--- config.mk ---
export PLATFORM = sky130hd
export DESIGN_NAME = pba_ctrl
export DESIGN_NICKNAME = d
export VERILOG_FILES = /design/src/rtl/core/pba_pkg.sv /design/src/rtl/core/pba_ctrl.sv
export SDC_FILE = /design/constraint.sdc
export NUM_CORES = 1
export LEC_CHECK = 0
export BUFFER_PORTS_ARGS = -buffer_cell sky130_fd_sc_hd__buf_2
export CAP_MARGIN = 0
export CORE_MARGIN = 2
export CORE_UTILIZATION = 30
export CTS_CLUSTER_DIAMETER = 150
export DETAILED_ROUTE_END_ITERATION = 12
export PLACE_DENSITY = 0.6
export SLEW_MARGIN = 25
export SYNTH_ARGS = -nofsm -noshare
export SYNTH_HDL_FRONTEND = slang
export SYNTH_SLANG_ARGS = --single-unit
--- constraint.sdc ---
create_clock -name clk_i -period 3.55 [get_ports clk_i]
set_input_delay 0.355 -clock clk_i [delete_from_list [all_inputs] [get_ports clk_i]]
set_output_delay 0.355 -clock clk_i [all_outputs]
set_load 0.01 [all_outputs]
--- src/rtl/core/pba_pkg.sv ---
// Shared types, constants and helper functions for the page bitmap allocator.
// Used by the controller, the datapath and the top level; depends on nothing.
package pba_pkg;

  localparam int CNT_W   = 13;
  localparam int PAGE_W  = 12;
  localparam int PID_W   = 16;
  localparam int MODE_W  = 2;
  localparam int STAT_W  = 2;
  localparam int WORD_W  = 32;
  localparam int BIT_W   = 5;
  localparam int ROW_N   = 128;
  localparam int ROW_W   = 7;
  localparam int IN_W    = 24;
  localparam int OUT_W   = 48;
  localparam int OUT_USED_W = STAT_W + PAGE_W + 1 + CNT_W + CNT_W;

  localparam logic [CNT_W-1:0] MAX_PAGES  = 13'd4096;
  localparam logic [CNT_W-1:0] SYS_PAGES  = 13'd3;
  localparam logic [CNT_W-1:0] LIMIT_RST  = 13'd4096;
  localparam logic [WORD_W-1:0] ROW0_RST  = 32'h0000_0007;

  localparam logic [MODE_W-1:0] MODE_ALLOC = 2'd0;
  localparam logic [MODE_W-1:0] MODE_FREE  = 2'd1;
  localparam logic [MODE_W-1:0] MODE_QUERY = 2'd2;

  localparam logic [STAT_W-1:0] ST_OK      = 2'd0;
  localparam logic [STAT_W-1:0] ST_INVALID = 2'd1;
  localparam logic [STAT_W-1:0] ST_NOSPACE = 2'd2;

  localparam logic [1:0] RD_SCAN0 = 2'd0;
  localparam logic [1:0] RD_TOTAL = 2'd1;
  localparam logic [1:0] RD_PID   = 2'd2;
  localparam logic [1:0] RD_NEXT  = 2'd3;

  localparam logic [1:0] OP_ALLOC = 2'd0;
  localparam logic [1:0] OP_GROW  = 2'd1;
  localparam logic [1:0] OP_FREE  = 2'd2;

  typedef struct packed {
    logic              item_load;
    logic              rd_en;
    logic [1:0]        rd_src;
    logic              wr_en;
    logic [1:0]        wr_op;
    logic              set_status;
    logic [STAT_W-1:0] status;
    logic              set_alloc;
    logic              out_load;
  } pba_cmd_t;

  typedef struct packed {
    logic [MODE_W-1:0] mode;
    logic              free_zero;
    logic              can_grow;
    logic              pid_in_range;
    logic              pid_sys;
    logic              word_full;
    logic              pid_bit;
    logic              out_free;
  } pba_sts_t;

  function automatic logic [BIT_W-1:0] first_zero(input logic [WORD_W-1:0] w);
    logic [BIT_W-1:0] r;
    r = '0;
    for (int i = WORD_W - 1; i >= 0; i--) begin
      if (!w[i]) begin
        r = BIT_W'(i);
      end
    end
    return r;
  endfunction

endpackage

--- src/rtl/core/pba_ctrl.sv ---
// Controller state machine of the page bitmap allocator.
// Depends on pba_pkg; drives the datapath through pba_cmd_t and reads pba_sts_t.
module pba_ctrl (
  input  logic              clk_i,
  input  logic              rst_ni,
  input  logic              in_valid_i,
  output logic              in_ready_o,
  input  pba_pkg::pba_sts_t sts_i,
  output pba_pkg::pba_cmd_t cmd_o
);

  localparam logic [1:0] S_IDLE  = 2'd0;
  localparam logic [1:0] S_START = 2'd1;
  localparam logic [1:0] S_CHECK = 2'd2;
  localparam logic [1:0] S_DONE  = 2'd3;

  logic [1:0] state_q, state_d;

  assign in_ready_o = (state_q == S_IDLE);

  always_comb begin
    state_d = state_q;
    cmd_o   = '0;
    case (state_q)
      S_IDLE: begin
        if (in_valid_i) begin
          cmd_o.item_load = 1'b1;
          state_d         = S_START;
        end
      end
      S_START: begin
        cmd_o.set_status = 1'b1;
        cmd_o.status     = pba_pkg::ST_OK;
        state_d          = S_DONE;
        case (sts_i.mode)
          pba_pkg::MODE_ALLOC: begin
            if (!sts_i.free_zero) begin
              cmd_o.rd_en  = 1'b1;
              cmd_o.rd_src = pba_pkg::RD_SCAN0;
              state_d      = S_CHECK;
            end else if (sts_i.can_grow) begin
              cmd_o.rd_en  = 1'b1;
              cmd_o.rd_src = pba_pkg::RD_TOTAL;
              state_d      = S_CHECK;
            end else begin
              cmd_o.status = pba_pkg::ST_NOSPACE;
            end
          end
          pba_pkg::MODE_FREE: begin
            if (sts_i.pid_in_range && !sts_i.pid_sys) begin
              cmd_o.rd_en  = 1'b1;
              cmd_o.rd_src = pba_pkg::RD_PID;
              state_d      = S_CHECK;
            end else begin
              cmd_o.status = pba_pkg::ST_INVALID;
            end
          end
          pba_pkg::MODE_QUERY: begin
            if (sts_i.pid_in_range) begin
              cmd_o.rd_en  = 1'b1;
              cmd_o.rd_src = pba_pkg::RD_PID;
              state_d      = S_CHECK;
            end
          end
          default: begin
            cmd_o.status = pba_pkg::ST_INVALID;
          end
        endcase
      end
      S_CHECK: begin
        state_d = S_DONE;
        case (sts_i.mode)
          pba_pkg::MODE_ALLOC: begin
            if (sts_i.free_zero) begin
              cmd_o.wr_en = 1'b1;
              cmd_o.wr_op = pba_pkg::OP_GROW;
            end else if (sts_i.word_full) begin
              cmd_o.rd_en  = 1'b1;
              cmd_o.rd_src = pba_pkg::RD_NEXT;
              state_d      = S_CHECK;
            end else begin
              cmd_o.wr_en = 1'b1;
              cmd_o.wr_op = pba_pkg::OP_ALLOC;
            end
          end
          pba_pkg::MODE_FREE: begin
            if (sts_i.pid_bit) begin
              cmd_o.wr_en = 1'b1;
              cmd_o.wr_op = pba_pkg::OP_FREE;
            end else begin
              cmd_o.set_status = 1'b1;
              cmd_o.status     = pba_pkg::ST_INVALID;
            end
          end
          pba_pkg::MODE_QUERY: begin
            cmd_o.set_alloc = 1'b1;
          end
          default: begin
            state_d = S_DONE;
          end
        endcase
      end
      S_DONE: begin
        if (sts_i.out_free) begin
          cmd_o.out_load = 1'b1;
          state_d        = S_IDLE;
        end
      end
      default: begin
        state_d = S_IDLE;
      end
    endcase
  end

  always_ff @(posedge clk_i or negedge rst_ni) begin
    if (!rst_ni) begin
      state_q <= S_IDLE;
    end else begin
      state_q <= state_d;
    end
  end

endmodule

* Yosys cells after proc, flatten, opt, wreduce, memory -nomap -nowiden
Index checks and enable logic that the tools add are counted.
** Storage, ports and cells
- Flip-flop bits (word level) :: 2
- Bits in latches :: 0
- Bits in writable memories :: 0
- ROM bits :: 0
- Bits of input ports :: 12
- Memories :: 0
** Operators by class
- $add $sub $neg :: 0
- $mul :: 0
- Div/mod/pow operators :: 0
- Magnitude comparators :: 0
- Equality and inequality tests :: 7
- Shift operators :: 0
- Multiplexer cells :: 38
- Bitwise logic cells :: 0
- Reduce and logical (&&, ||, !) cells :: 5
** Operators by type and width (number)
- two-way mux 3 bit :: 13
- one-hot mux 3 bit (2 select lines) :: 3
- two-way mux 1 bit :: 14
- one-hot mux 2 bit (3 select lines) :: 2
- one-hot mux 3 bit (3 select lines) :: 1
- two-way mux 2 bit :: 4
- one-hot mux 2 bit (4 select lines) :: 1
- == test 2 bit (second input constant) :: 3
- == test 2 x 1 -> 1 bit (second input constant) :: 2
- logical NOT 2 bit :: 2
- inequality test 2 bit (second input constant) :: 2
- AND reduction 2 bit :: 1
- logical AND 1 bit :: 1
- logical NOT 1 bit :: 1

* Longest topological paths before layout
- Depth in word-level cells :: 5
- Gate-level depth with buffers :: 5
- Depth with buffers taken out :: 5

* Worst setup path after synthesis
OpenSTA, ideal clock, no wires.
- Path kind :: flip-flop to output port
- Start :: register state_q[0]
- End :: output cmd_o[8] (netlist name)
- Data arrival time :: 1187 ps
- Data required time :: 3195 ps
- Path slack :: 2008 ps
- Stages on the path, launching flop included :: 5
- Buffers on the path :: 0
- Cell sequence :: dfrtp_1 -> inv_1 -> ha_1 -> nand4_1 -> o21ai_0
** RTL lines
- start: declaration :: RTL line pba_ctrl.sv:17 : logic [1:0] state_q, state_d;
- start signal: assignment :: RTL line pba_ctrl.sv:119 : state_q <= state_d;
- end: declaration :: RTL line pba_ctrl.sv:9 : output pba_pkg::pba_cmd_t cmd_o

==> results.py <==
metrics = {
    "min_path": {
        "hold_path.class": "in2async",
    },
    "die": {
        "num_rows": 13,
        "design.core.area_um2": 1270,
        "fp.dieW_um": 40.3,
        "die-area_um2": 1620,
        "ios": 25,
        "initial_core_util_pct": 31.2,
        "die_h_um": 40.3,
    },
    "synthesis": {
        "yosysTopAreaCellShare_pct": 12.7,
        "syn_inst": 52,
        "synth_cell_types": 27,
        "syn-num-nets": 68,
        "synthesis.area_um2": 395,
        "synth.largest_area_cell": "dfrtp_1",
        "ys_seq_elements": 2,
        "seq_area_frac_synth_pct": 12.7,
        "ys_warn_count": 0,
        "syn_avg_cell_area_um2": 7.60,
        "synthTopCellsByArea": "dfrtp_1, ha_1, o211a_1",
    },
    "job": {
        "maxCapViolCount": 0,
    },
    "timing": {
        "min_period_ns": 1.89,
        "slew_viol_final": 0,
        "worst_pin_slew_ns": 0.316,
        "slew_headroom_pct": 78.7,
        "min_period_over_period_pct": 53.3,
        "rsz0062_at_grt": "no",
        "clock_skew_ns": 0.00847,
        "finalSetupViolCount": 0,
        "fmax_mhz": 528,
        "setup_tns_ns": 0,
        "finalHoldViolCount": 0,
    },
    "final_layout": {
        "drive_gt1_share_pct": 37.2,
        "fin_nets": 96,
        "largest_register_ffs": 2,
        "final_common_cell": "buf_2",
        "largest_register": "state_q",
        "area_growth_syn_to_layout_pct": 39.2,
        "num_antenna_cells": 0,
        "instances_no_fill": 93,
        "largestRegisters": "state_q x2",
        "layout_common_cells": "buf_2, nor2_1, inv_1, ha_1",
    },
    "drt": {
        "drc": 0,
        "num_vias": 451,
        "ant_nets": 0,
        "via_per_inst": 4.85,
        "wl_per_cell_um": 10.6,
        "firstDrtPassIters": 4,
        "wirelength_um": 984,
        "drtIter0Drc": 13,
    },
    "worst_setup_path": {
        "path_max_fanout": 7,
        "crit_type": "reg2out",
        "cp_data_required_time_ns": 3.19,
        "end_kind": "primary output",
        "max_stage_delay_ns": 0.40,
        "cp_cell_sequence": "inv_1 -> ha_1 -> nand4_1 -> o21ai_0 -> buf_2",
        "arrival_ns": 1.54,
        "slowest_stage": "ha_1",
        "startpoint_type": "flip-flop",
    },
    "clock_tree": {
        "clock_latency_ns": 0.23,
        "cts_buffer_depth": 2,
        "htreeDepth": 1,
        "numClockSinks": 2,
        "cts-buffers-inserted": 3,
        "cts_tree": "built",
        "post_cts_buffers": 0,
        "clk_pin_slew_ns": 0.04,
        "post_cts_resized": 0,
        "root_buffer": "clkbuf_4",
    },
    "grt": {
        "antenna_found_initial": 0,
        "grt_use_total_pct": 13.4,
        "grt_start_max_net_pins": 13,
        "first_global_vias": 362,
        "grt-ovfl-total": 0,
        "grt_pass1_wl_mm": 1.48,
    },
    "placement": {
        "io_buffers": 24,
        "dp_cells": 89,
        "gp_congestion": 0.721,
        "place_hpwl_um": 772,
    },
    "power_and_ir_drop": {
        "p_leak_uw": 0.000309,
        "ir_drop_mv": 0.314,
        "powerDensity_nw_per_um2": 582,
    },
    "status": {
        "status": "complete, no violations",
    },
}
[path summary, 6_finish.rpt]
| check | from | endpoint | slack, ns | depth (start not counted) |
|---|---|---|---|---|
| max in group asynchronous | rst_ni | state_q[0] | 3.01 | 2 |
| max | state_q[1] | cmd_o[8] | 1.66 | 5 |
| max reg2reg | state_q[0] | state_q[1] | 2.04 | 5 |
| min in group clk_i | state_q[1] | state_q[1] | 0.57 | 1 |
| min | rst_ni | state_q[1] | 0.43 | 2 |
| min reg2reg | state_q[1] | state_q[1] | 0.57 | 1 |
[cell type report]
| cell class | count | area (µm²) |
|---|---|---|
| Inverter | 5 | 18.8 |
| Multi-Input combinational cell | 43 | 310 |
| Tap cell | 15 | 18.8 |
| Clock buffer | 3 | 22.5 |
| Fill cell | 143 | 718 |
| Sequential cell | 2 | 50.0 |
| Timing Repair Buffer | 25 | 130 |
[report_power, final]
part           leakage [µW]  internal [µW]  switching, µW
clock             0.0000138           37.5           14.9
combinational      0.000272           99.1            122
sequential        0.0000232           36.2           10.8
total              0.000309            173            148
[cell usage after synthesis]
cell	count
o21ai_1	1
a22oi_1	1
o2111ai_1	1
nand4bb_1	1
buf_2	1
mux2_2	1
dfrtp_1	2
nand4_1	1
nor2b_1	2
and2_1	2
o21ai_0	3
nand2b_1	2
inv_1	5
buf_6	1
and3_1	1
nor4b_2	1
or2_1	1
a21boi_0	1
nand2_1	2
nor2_1	6
nor3b_1	2
o211a_1	3
nand3b_1	1
mux2i_1	1
ha_1	4
o21a_1	2
nand3_1	3
[through the flow]
stage / worst slack (ns) / total power (µW) / area, µm² / util, % / hold WS, ns
2_1_floorplan: 2.01 / 203 / 395 / - / 0.0594
3_3_place_gp: 1.90 / 265 / 518 / 40.8 / 0.140
3_5_place_dp: 1.88 / 271 / 518 / 40.8 / 0.141
4_1_cts: 1.64 / 325 / 551 / 43.4 / 0.439
5_1_grt: 1.50 / 357 / 551 / 43.4 / 0.437
6_report: 1.66 / 320 / 551 / 43.4 / 0.434
[cell families (layout without fill, tap and decap cells)]
logic type | after synthesis | after routing | synth area share [%]
AOI/OAI and AO/OA | 12 | 12 | 22.5
and+or+nand+nor | 25 | 25 | 38.0
buffers and inverters | 7 | 33 | 8.86
DFF | 2 | 2 | 12.7
adders and majority gates | 4 | 4 | 12.7
muxes | 2 | 2 | 5.38
[what timing repair did]
action | CTS | global route
hold buffers | 1 | 0
endpoints found under the hold margin | 2 | 0
endpoints found under the setup margin | 0 | 0
[layer usage]
metal | global-route usage (%) | vias up | routed length (µm)
met4 | 5.00 | 0 | 0
met1 | 19.4 | 204 | 487
met5 | 0 | - | 0
met2 | 18.5 | 11 | 441
li1 | - | 236 | -
met3 | 3.33 | 0 | 55
[worst max-delay path, delay by kind of cell (launching register included)]
family,cells,cell delay [ns]
simple gates,1,0.14
flops,1,0.37
buf+inv,2,0.22
compound gates,1,0.17
fa+ha+maj,1,0.40
No activity file was read; power rests on OpenSTA's default activity.
